File: config.mk
export PLATFORM = sky130hd
export DESIGN_NAME = acd_div
export DESIGN_NICKNAME = d
export VERILOG_FILES = /design/src/rtl/acd_pkg.sv /design/src/rtl/acd_div.sv
export SDC_FILE = /design/constraint.sdc
export NUM_CORES = 1
export LEC_CHECK = 0
export ABC_AREA = 1
export CAP_MARGIN = 5
export CORE_UTILIZATION = 35
export DETAILED_ROUTE_END_ITERATION = 8
export DONT_BUFFER_PORTS = 1
export PLACE_DENSITY_LB_ADDON = 0.08
export SLEW_MARGIN = 10
export SYNTH_ARGS = -nofsm -noshare
export SYNTH_HDL_FRONTEND = slang
export SYNTH_SLANG_ARGS = --single-unit
export TNS_END_PERCENT = 5
File: constraint.sdc
create_clock -name clock -period 2.4 [get_ports clock]
set_input_delay 0.12 -clock clock [delete_from_list [all_inputs] [get_ports clock]]
set_output_delay 0.12 -clock clock [all_outputs]
set_load 0.01 [all_outputs]
File: src/rtl/acd_pkg.sv
// Shared types, constants and helpers for the audio click detect and repair block.
// Depends on nothing; every other file of the block imports it.
package acd_pkg;

   localparam int SAMPLE_BITS   = 24;
   localparam int MAX_RUN_LIMIT = 128;
   localparam int RING_DEPTH    = MAX_RUN_LIMIT + 16;
   localparam int IDX_BITS      = $clog2(RING_DEPTH);
   localparam int WARMUP_BITS   = 12;
   localparam int WARMUP_SAMPLES = 2048;
   localparam int SCALE_BITS    = 40;
   localparam int SCALE_FRAC    = 14;
   localparam int ERR_BITS      = SAMPLE_BITS + 2;
   localparam int FACTOR_BITS   = 13;
   localparam int PROD_BITS     = SCALE_BITS + FACTOR_BITS;
   localparam int DIV_BITS      = SAMPLE_BITS + 1;
   localparam int DIV_CNT_BITS  = $clog2(DIV_BITS + 1);
   localparam int CSR_IDX_BITS  = 2;
   localparam int CSR_DATA_BITS = 9;

   localparam logic [CSR_IDX_BITS-1:0] CSR_ENABLE      = 2'd0;
   localparam logic [CSR_IDX_BITS-1:0] CSR_SENSITIVITY = 2'd1;
   localparam logic [CSR_IDX_BITS-1:0] CSR_MAX_REPAIR  = 2'd2;

   localparam logic [SCALE_BITS-1:0] SCALE_FLOOR = SCALE_BITS'(1) << SCALE_FRAC;
   localparam logic [SCALE_BITS-1:0] SCALE_MAX   = '1;
   localparam logic [FACTOR_BITS-1:0] DELTA_MULT = FACTOR_BITS'(41);
   localparam int DELTA_SHIFT = 13;

   typedef enum logic [3:0] {
      ST_IDLE,
      ST_RD_PREV,
      ST_RD_BEF,
      ST_MUL_THR,
      ST_MUL_DELTA,
      ST_UPDATE,
      ST_CHECK,
      ST_SCAN,
      ST_ISSUE_END,
      ST_RD_END,
      ST_DIV,
      ST_INTERP,
      ST_FINISH
   } state_type;

   typedef struct packed {
      logic                clear;
      logic                wr_en;
      logic [IDX_BITS-1:0] wr_addr;
      logic [IDX_BITS-1:0] rd_addr;
   } ring_ctrl_type;

   // Next slot of a ring whose current length is cap.
   function automatic logic [IDX_BITS-1:0] ring_inc(input logic [IDX_BITS-1:0] idx,
                                                    input logic [IDX_BITS-1:0] cap);
      logic [IDX_BITS-1:0] nxt;
      nxt = idx + IDX_BITS'(1);
      return (nxt == cap) ? '0 : nxt;
   endfunction

endpackage

File: src/rtl/acd_div.sv
// Bit-serial restoring divider, one quotient bit per cycle.
// Used for the slope of the interpolation. Uses acd_pkg.
module acd_div (
   input  logic                              clock,
   input  logic                              reset,
   input  logic                              start,
   input  logic [acd_pkg::DIV_BITS-1:0]      dividend,
   input  logic [acd_pkg::IDX_BITS-1:0]      divisor,
   output logic                              done,
   output logic [acd_pkg::DIV_BITS-1:0]      quotient,
   output logic [acd_pkg::IDX_BITS-1:0]      remainder
);
   import acd_pkg::*;

   logic [DIV_BITS-1:0]     quo_ff, quo_in;
   logic [IDX_BITS-1:0]     rem_ff, rem_in;
   logic [IDX_BITS-1:0]     dsor_ff, dsor_in;
   logic [DIV_CNT_BITS-1:0] cnt_ff, cnt_in;
   logic                    done_ff, done_in;
   logic [IDX_BITS:0]       trial;
   logic                    fits;

   assign trial = {rem_ff, quo_ff[DIV_BITS-1]};
   assign fits  = trial >= {1'b0, dsor_ff};

   always_comb begin
      quo_in  = quo_ff;
      rem_in  = rem_ff;
      dsor_in = dsor_ff;
      cnt_in  = cnt_ff;
      done_in = 1'b0;
      if (start) begin
         quo_in  = dividend;
         rem_in  = '0;
         dsor_in = divisor;
         cnt_in  = DIV_CNT_BITS'(DIV_BITS);
      end else if (cnt_ff != '0) begin
         quo_in = {quo_ff[DIV_BITS-2:0], fits};
         rem_in = fits ? IDX_BITS'(trial - {1'b0, dsor_ff}) : IDX_BITS'(trial);
         cnt_in = cnt_ff - DIV_CNT_BITS'(1);
         done_in = (cnt_ff == DIV_CNT_BITS'(1));
      end
   end

   always_ff @(posedge clock) begin
      if (reset) begin
         cnt_ff  <= '0;
         done_ff <= 1'b0;
      end else begin
         cnt_ff  <= cnt_in;
         done_ff <= done_in;
      end
      quo_ff  <= quo_in;
      rem_ff  <= rem_in;
      dsor_ff <= dsor_in;
   end

   assign done      = done_ff;
   assign quotient  = quo_ff;
   assign remainder = rem_ff;

endmodule

==> out/results.tsv <==
metric	value	unit
total net switching power	1.08	mW
maximum buffer depth of the clock tree	2	
RR Endpoint	quotient[0]	
hold-fix buffers at CTS	35	
Vias/cell	4.56	
Worst Reg-to-Reg Cells	9	
GP Congestion	0.767	
diode count	0	
Mapped Cells	296	
H-tree Lvls	2	
crit path capture type	register	
Required @ worst endpoint	2.46	ns
Routed Antenna Nets	0	
Net Sw Frac	38.4	%
DRC Markers	0	
pwr dens	909	nW/um2
Worst slew margin	81.0	%
clock root buffer	clkbuf_8	
EDFF count, synth	33	
setup bufs post-CTS	0	
Synth Flop Type	edfxtp_1	
Fin. Hold Viols	0	
Hold Crit Start	start	
Clock Power Share	21.3	%
pin count of the biggest net entering global routing	30	
largest area contributor in the netlist	edfxtp_1	
Async S/R FF share, synth	0	%
crit start category	register	
drt first pass iters	4	
clock skew	0.00197	ns
post-CTS sizing	0	
post-synthesis cell type count	32	
clk slew on worst S/H paths	0.09	ns
register area share after synthesis	51.1	%
total negative slack	0	ns
critical path class	reg2reg	
Max VDD drop	283	uV
Worst-Margin Slew	0.285	ns
max cap viols	0	
TritonCTS clock tree	yes	
CTS Buf Count	5	
Yosys reg bits	47	
hold path cells	2	
WHS Endpoint	quotient[20]	
Final setup viols	0	
post-synth top area share	39.8	%
fin crit share	78.0	%
Commonest cells post-synth	nand2_1 (124), inv_1 (41), edfxtp_1 (33)	
die footprint	7460	um2
Clock Latency Late Sink	0.30	ns
worst r2r src	remainder[5]	
Synthesized Nets	343	
min cycle time layout	1.87	ns
routed vias	1969	
worst hold path class	in2reg	
DP Worst Slack	0.544	ns
status	finished clean	
grt total ovfl	0	
most frequent cell after synthesis	nand2_1	
Slew Viols, Final	0	
standard-cell rows	30	
flop-to-flop setup slack	0.53	ns
top cells by area, synth	edfxtp_1 (40%), nand2_1 (19%), dfxtp_1 (11%), inv_1 (6.2%), ha_1 (5.0%)	
Total Wirelength	5790	um
synthesis-to-finish area growth	24.1	%
Internal	1.73	mW
RSZ-0062 raised after global routing	no	
first-pass GRT wire length	9310	um
Initial Util	36.4	%
DR iter-0 viols	68	
nets	382	
PortBufs	0	
Syn Area/Cell	8.41	um2
number of global-route vias before repair	1883	
Overall Power	2.81	mW
Worst Setup Slack, final	0.528	ns
initial antenna violation count	0	
Chip Width	86.3	um
io pins	70	
Comb pwr share	35.0	%
Leak	1.50	nW
max frequency	0.534	GHz
synth warn	0	
Chip Height	86.3	um
Total GRT Usage	16.6	%
synthesized area	2490	um2
Core Area	6830	um2
share of cells above drive strength 1	7.74	%
dpl hpwl	3960	um
Worst Path Max Fanout	9	
critical path arrival	1.93	ns
part of the power in registers	43.7	%
drt wl/cell	13.4	um
# clock sinks	47	
-- critical path: stages (launching register included) --
cell and delay (ns):
dfxtp_1 0.45, ha_1 0.32, nand2_1 0.08, nand2_1 0.08, nand2_1 0.07, nand2_1 0.08, a21oi_4 0.22, nand2_4 0.14
inv_4 0.10, o21ai_0 0.07
-- layer usage --
| layer | routed length (um) | vias to the layer above | track usage, % |
|---|---|---|---|
| li1 | - | 1009 | - |
| met1 | 2710 | 891 | 21.1 |
| met2 | 2630 | 60 | 26.5 |
| met3 | 349 | 9 | 5.24 |
| met4 | 104 | 0 | 5.76 |
| met5 | 0 | - | 0 |
-- kinds of logic after synthesis --
logic type               Yosys count  share of synthesized area, %
flip-flops                        47                          51.1
buffers and inverters             50                          7.99
AO/OA/AOI/OAI                     16                          3.87
XOR/XNOR                           4                          1.41
adder cells (fa/ha/maj)           11                          5.83
AND/OR/NAND/NOR                  168                          29.8
-- worst max-delay path by stage --
| stage | startpoint | end | slack [ns] |
|---|---|---|---|
| after floorplan | cnt_ff[0] | quotient[0] | 0.60 |
| after global placement | remainder[5] | quotient[0] | 0.55 |
| after detailed placement | remainder[5] | quotient[0] | 0.54 |
| after CTS | quotient[24] | remainder[4] | 0.53 |
| after global routing | quotient[24] | remainder[4] | 0.36 |
| final | remainder[5] | quotient[0] | 0.53 |
-- through the flow --
stage               instance area, um2  hold slack (ns)  util, %  instances
floorplan                         2490            0.189        -        296
global placement                  2620            0.192     38.3        389
detailed placement                2620            0.194     38.3        389
CTS                               3090          0.00247     45.2        432
global route                      3090           0.0217     45.2        432
finish                            3090           0.0127     45.2        432
-- power by group through the flow --
stage	combinational, mW	clock (mW)	sequential (mW)
finish	0.982	0.599	1.23
global route	1.13	0.643	1.25
CTS	0.989	0.623	1.23
detailed placement	0.924	0	1.25
global placement	0.923	0	1.25
floorplan	0.751	0	1.20
-- cell type report --
type | count | area (um2)
well taps | 96 | 120
inverters | 43 | 164
repair buffers | 39 | 403
clock inverters | 3 | 42.5
clock buffers | 5 | 68.8
multi-input cells | 199 | 1020
fillers | 721 | 3740
flip-flops and latches | 47 | 1270
-- state kept, by name, indices dropped and copies added (netlist names) --
register / cells
cnt_ff: 5
done: 1
dsor_ff: 8
remainder: 8
quotient: 25
-- placed cells by master, fill, tap and decap left out, types with 3 or more instances in the layout --
master | synthesis | routed
nand2_1 | 124 | 124
inv_1 | 41 | 41
dlygate4sd3_1 | 0 | 34
edfxtp_1 | 33 | 33
nand3_1 | 16 | 16
dfxtp_1 | 14 | 14
nor2_1 | 11 | 11
ha_1 | 10 | 10
o21ai_0 | 7 | 7
clkbuf_8 | 0 | 5
a21oi_1 | 4 | 4
nand2_4 | 3 | 3
xor2_1 | 3 | 3
buf_4 | 0 | 3
No activity file was read; power rests on OpenSTA's default activity.
