## src/rtl/acd_pkg.sv

```systemverilog
// Shared types, constants and helpers for the audio click detect and repair block.
// Depends on nothing; every other file of the block imports it.
package acd_pkg;

   localparam int SAMPLE_BITS   = 24;
   localparam int MAX_RUN_LIMIT = 128;
   localparam int RING_DEPTH    = MAX_RUN_LIMIT + 16;
   localparam int IDX_BITS      = $clog2(RING_DEPTH);
   localparam int WARMUP_BITS   = 12;
   localparam int WARMUP_SAMPLES = 2048;
   localparam int SCALE_BITS    = 40;
   localparam int SCALE_FRAC    = 14;
   localparam int ERR_BITS      = SAMPLE_BITS + 2;
   localparam int FACTOR_BITS   = 13;
   localparam int PROD_BITS     = SCALE_BITS + FACTOR_BITS;
   localparam int DIV_BITS      = SAMPLE_BITS + 1;
   localparam int DIV_CNT_BITS  = $clog2(DIV_BITS + 1);
   localparam int CSR_IDX_BITS  = 2;
   localparam int CSR_DATA_BITS = 9;

   localparam logic [CSR_IDX_BITS-1:0] CSR_ENABLE      = 2'd0;
   localparam logic [CSR_IDX_BITS-1:0] CSR_SENSITIVITY = 2'd1;
   localparam logic [CSR_IDX_BITS-1:0] CSR_MAX_REPAIR  = 2'd2;

   localparam logic [SCALE_BITS-1:0] SCALE_FLOOR = SCALE_BITS'(1) << SCALE_FRAC;
   localparam logic [SCALE_BITS-1:0] SCALE_MAX   = '1;
   localparam logic [FACTOR_BITS-1:0] DELTA_MULT = FACTOR_BITS'(41);
   localparam int DELTA_SHIFT = 13;

   typedef enum logic [3:0] {
      ST_IDLE,
      ST_RD_PREV,
      ST_RD_BEF,
      ST_MUL_THR,
      ST_MUL_DELTA,
      ST_UPDATE,
      ST_CHECK,
      ST_SCAN,
      ST_ISSUE_END,
      ST_RD_END,
      ST_DIV,
      ST_INTERP,
      ST_FINISH
   } state_type;

   typedef struct packed {
      logic                clear;
      logic                wr_en;
      logic [IDX_BITS-1:0] wr_addr;
      logic [IDX_BITS-1:0] rd_addr;
   } ring_ctrl_type;

   // Next slot of a ring whose current length is cap.
   function automatic logic [IDX_BITS-1:0] ring_inc(input logic [IDX_BITS-1:0] idx,
                                                    input logic [IDX_BITS-1:0] cap);
      logic [IDX_BITS-1:0] nxt;
      nxt = idx + IDX_BITS'(1);
      return (nxt == cap) ? '0 : nxt;
   endfunction

endpackage

```

## src/rtl/acd_ring.sv

```systemverilog
// Sample ring memory with one write and one registered read port.
// Per-entry valid bits make never-written entries read as zero. Uses acd_pkg.
module acd_ring (
   input  logic                               clock,
   input  logic                               reset,
   input  acd_pkg::ring_ctrl_type             ctrl,
   input  logic signed [acd_pkg::SAMPLE_BITS-1:0] wr_data,
   output logic signed [acd_pkg::SAMPLE_BITS-1:0] rd_data
);
   import acd_pkg::*;

   logic signed [SAMPLE_BITS-1:0] mem [RING_DEPTH];
   logic [RING_DEPTH-1:0]         valid_ff;
   logic [RING_DEPTH-1:0]         valid_in;
   logic signed [SAMPLE_BITS-1:0] rd_ff;
   logic                          rd_valid_ff;

   always_ff @(posedge clock) begin
      if (ctrl.wr_en) begin
         mem[ctrl.wr_addr] <= wr_data;
      end
      rd_ff <= mem[ctrl.rd_addr];
   end

   always_comb begin
      valid_in = valid_ff;
      if (ctrl.wr_en) begin
         valid_in[ctrl.wr_addr] = 1'b1;
      end
      if (ctrl.clear) begin
         valid_in = '0;
      end
   end

   always_ff @(posedge clock) begin
      if (reset) begin
         valid_ff    <= '0;
         rd_valid_ff <= 1'b0;
      end else begin
         valid_ff    <= valid_in;
         rd_valid_ff <= valid_ff[ctrl.rd_addr];
      end
   end

   assign rd_data = rd_valid_ff ? rd_ff : '0;

endmodule

```

## config.mk

```make
export PLATFORM = sky130hd
export DESIGN_NAME = acd_ring
export DESIGN_NICKNAME = d
export VERILOG_FILES = /design/src/rtl/acd_pkg.sv /design/src/rtl/acd_ring.sv
export SDC_FILE = /design/constraint.sdc
export NUM_CORES = 2
export LEC_CHECK = 0
export BUFFER_PORTS_ARGS = -buffer_cell sky130_fd_sc_hd__buf_2
export CAP_MARGIN = 30
export CORE_AREA = 8 8 536 538
export DETAILED_ROUTE_END_ITERATION = 10
export DIE_AREA = 0 0 544 546
export PLACE_DENSITY = 0.65
export REMOVE_ABC_BUFFERS = 1
export SLEW_MARGIN = 40
export SYNTH_ARGS = -nofsm -noshare
export SYNTH_HDL_FRONTEND = slang
export SYNTH_SLANG_ARGS = --single-unit
```

## constraint.sdc

```tcl
create_clock -name clock -period 3.4 [get_ports clock]
set_input_delay 0.34 -clock clock [delete_from_list [all_inputs] [get_ports clock]]
set_output_delay 0.34 -clock clock [all_outputs]
set_load 0.05 [all_outputs]
```

==> impl_metrics.py <==
metrics = {
    "global_routing": {
        "overflow": 0,
        "grt_start_max_net_pins": 145,
        "first_global_vias": 69800,
        "antenna_found_initial": 39,
        "grt_pass1_wl_um": 549000,
        "grtUsageTotal_pct": 26.1,
    },
    "place": {
        "dp_cells": 10500,
        "dpl_cell_area_um2": 148000,
        "gp_congestion": 0.906,
        "port_buffers": 67,
        "dp_hpwl_um": 236000,
    },
    "synthesis": {
        "synth_cells": 6485,
        "yosysSeqAreaShare_pct": 77.3,
        "synth_area_um2": 139000,
        "ys.warnings.count": 0,
        "synth_top_flop_cell": "edfxtp_1",
        "ys_types": 57,
        "async_reset_ff_share_pct": 0,
        "ys_ff_latch": 3625,
        "synth_area_leaders": "edfxtp_1 75%, mux4_2 13%, mux2i_1 2.5%, dfxtp_1 2.4%, nor2_1 1.2%",
        "synth_area_leader_cell": "edfxtp_1",
        "synth-edff-count": 3456,
        "yosys.area.top_type_share_pct": 74.9,
        "avgSynthCellArea_um2": 21.4,
    },
    "power_and_ir_drop": {
        "internal-power_uw": 74000,
        "switching_share_pct": 21.2,
        "clock_power_share_pct": 42.5,
        "comb_power_share_pct": 5.2,
        "peakVddDrop_uv": 445,
        "power_leakage_uw": 0.0511,
        "switching_power_uw": 19900,
        "power.total_uw": 94000,
        "p_seq_share_pct": 52.2,
        "p_per_area_nw_per_um2": 588,
    },
    "die": {
        "ios": 68,
        "die_w_um": 544,
        "die_area_um2": 297000,
        "row_count": 194,
        "core_area_um2": 278000,
        "start_util_pct": 49.8,
        "die_y_um": 546,
    },
    "critical_path": {
        "crit_fanout": 2,
        "crit_arrival_ns": 3.74,
        "worstSetupPathType": "flop to flop",
        "reg2reg_depth": 7,
        "endpoint_kind": "flop",
        "critPathLaunchType": "flop",
        "r2r_slack_ns": 0.46,
        "r2r-start": "mem[42][3]$_DFFE_PP_",
        "critPathRequiredTime_ns": 4.20,
        "reg2reg_to": "rd_ff[3]$_DFF_P_",
    },
    "timing": {
        "fmax_ghz": 0.340,
        "final_hold_viol_count": 0,
        "tightest_slew_ns": 0.939,
        "setup_viol": 0,
        "tns_ns": 0,
        "fin_crit_sh_pct": 86.5,
        "slew_violations": 0,
        "slew_headroom_pct": 37.2,
        "finClkSkew_ns": 0.0652,
        "rsz0062_at_grt": "no",
        "post-route-min-period_ns": 2.94,
    },
    "clock_tree": {
        "clockRootBuffer": "clkbuf_16",
        "cts-resized-gates": 0,
        "clkLatencyLatePin_ns": 0.92,
        "clockBufferDepth": 4,
        "htreeDepth": 5,
        "numCtsBuffers": 365,
        "path_clk_slew_ns": 0.07,
        "cts.sinks": 3625,
        "cts_tree": "yes",
    },
    "route": {
        "drc": 0,
        "vias_per_cell": 6.40,
        "wl_um": 393000,
        "vias": 71600,
        "antenna_left": 0,
        "dr.pass1.iters": 6,
        "wire_per_inst_um": 35.2,
        "drtIter0Drc": 10200,
    },
    "layout": {
        "final_area_um2": 160000,
        "syn2layout_area_growth_pct": 15.4,
        "final_nets": 7167,
        "drive_above_1_share_pct": 29.5,
        "final_cells": 11200,
        "final_core_util_pct": 57.4,
    },
    "hold_path": {
        "worstHoldEndpoint": "mem[76][4]$_DFFE_PP_",
        "holdPathStages": 2,
        "min_from": "wr_data[4]",
        "hp-class": "primary input to flop",
    },
    "job": {
        "maxCapViolations": 0,
    },
    "status": {
        "status": "finished clean",
    },
}
synth_stat cells, drive strengths merged (27+ instances only):
cell type and number:
a22oi 136, mux2i 350, a21oi 72, buf 242, edfxtp 3456, and2 27
o21ai 54, a31oi 44, nor2 461, a221oi 72, clkbuf 129, mux4 820
mux2 30, nand3 30, a211oi 27, dfxtp 169, nand2 152
area by class of cell:
class | count | area [um2]
Antenna cell | 45 | 113
Clock buffer | 491 | 10100
Clock inverter | 176 | 1820
Fill cell | 20000 | 118000
Inverter | 5 | 28.8
Multi-Input combinational cell | 2484 | 30100
Sequential cell | 3625 | 107000
Tap cell | 3724 | 4660
Timing Repair Buffer | 642 | 5980
critical path: stages, from the launching register on:
cell      delay, ns
edfxtp_1       0.37
mux4_2         0.48
mux4_2         0.50
o22ai_1        0.55
nor3_1         0.15
a311oi_2       0.50
buf_4          0.24
a211oi_1       0.05
power groups by stage:
| stage | clock [uW] | sequential, uW | combinational [uW] |
|---|---|---|---|
| after floorplan | 0 | 50000 | 1750 |
| after global placement | 0 | 50000 | 4780 |
| after detailed placement | 0 | 50000 | 4860 |
| after CTS | 40400 | 49100 | 4880 |
| after global routing | 42100 | 49100 | 5100 |
| final | 40000 | 49100 | 4920 |
state kept, by name (all words and copies together) (netlist names):
signal	flops
valid_ff	144
rd_ff	24
rd_valid_ff	1
mem	3456
stage by stage:
stage / setup WS [ns] / hold WS [ns]
final: 0.459 / 0.00000561
after global routing: 0.485 / 0.0269
after CTS: 0.540 / 0.00190
after detailed placement: -0.291 / 0.456
after global placement: -0.782 / 0.443
after floorplan: -0.0949 / 0.435
kinds of logic (layout without fill, tap and decap cells):
group | Yosys count | in the layout | synth area share, %
buffers and inverters | 376 | 1314 | 1.57
flip-flops | 3625 | 3625 | 77.3
other | 0 | 45 | 0
AND/OR/NAND/NOR | 761 | 761 | 2.30
multiplexers | 1200 | 1200 | 16.1
AO/OA/AOI/OAI | 523 | 523 | 2.71
how the worst max path moves through the flow:
stage / start / end / slack (ns) / cells after the start
2_1_floorplan: ctrl[2] / rd_ff[23]$_DFF_P_ / -0.09 / 6
3_3_place_gp: ctrl[0] / rd_ff[0]$_DFF_P_ / -0.78 / 7
3_5_place_dp: ctrl[0] / rd_ff[0]$_DFF_P_ / -0.29 / 7
4_1_cts: mem[42][3]$_DFFE_PP_ / rd_ff[3]$_DFF_P_ / 0.54 / 7
5_1_grt: mem[9][3]$_DFFE_PP_ / rd_ff[3]$_DFF_P_ / 0.48 / 7
6_report: mem[42][3]$_DFFE_PP_ / rd_ff[3]$_DFF_P_ / 0.46 / 7
routing by layer:
| metal | GRT usage [%] | wire length [um] | share of wire (%) |
|---|---|---|---|
| met5 | 0 | 61 | 0.016 |
| met1 | 36.9 | 150000 | 38 |
| met2 | 40.3 | 184000 | 47 |
| met4 | 10.7 | 18800 | 4.8 |
| met3 | 4.95 | 40400 | 10 |
layout by cell type, fill, tap and decap left out, drive strengths merged, types with 7 or more instances in the layout:
master / n
o2111ai: 8
o21ai: 54
mux4: 820
a31oi: 44
buf: 624
a22oi: 136
a21oi: 72
nand2: 152
a221oi: 72
dfxtp: 169
dlygate4sd3: 16
nor2: 461
edfxtp: 3456
nand3: 30
nor2b: 17
a32oi: 15
nor4: 11
a211oi: 27
clkinvlp: 7
nand4: 11
a22o: 13
inv: 12
mux2: 30
nor3: 24
o22ai: 14
diode: 45
mux2i: 350
clkbuf: 493
bufinv: 33
clkinv: 129
o211ai: 26
and2: 27
o21ba: 21
repair_timing:
item | 4_1_cts | 5_1_grt
hold buffers | 10 | 6
setup buffers | 0 | 0
endpoints found under the hold margin | 153 | 97
No activity file was read; power rests on OpenSTA's default activity.
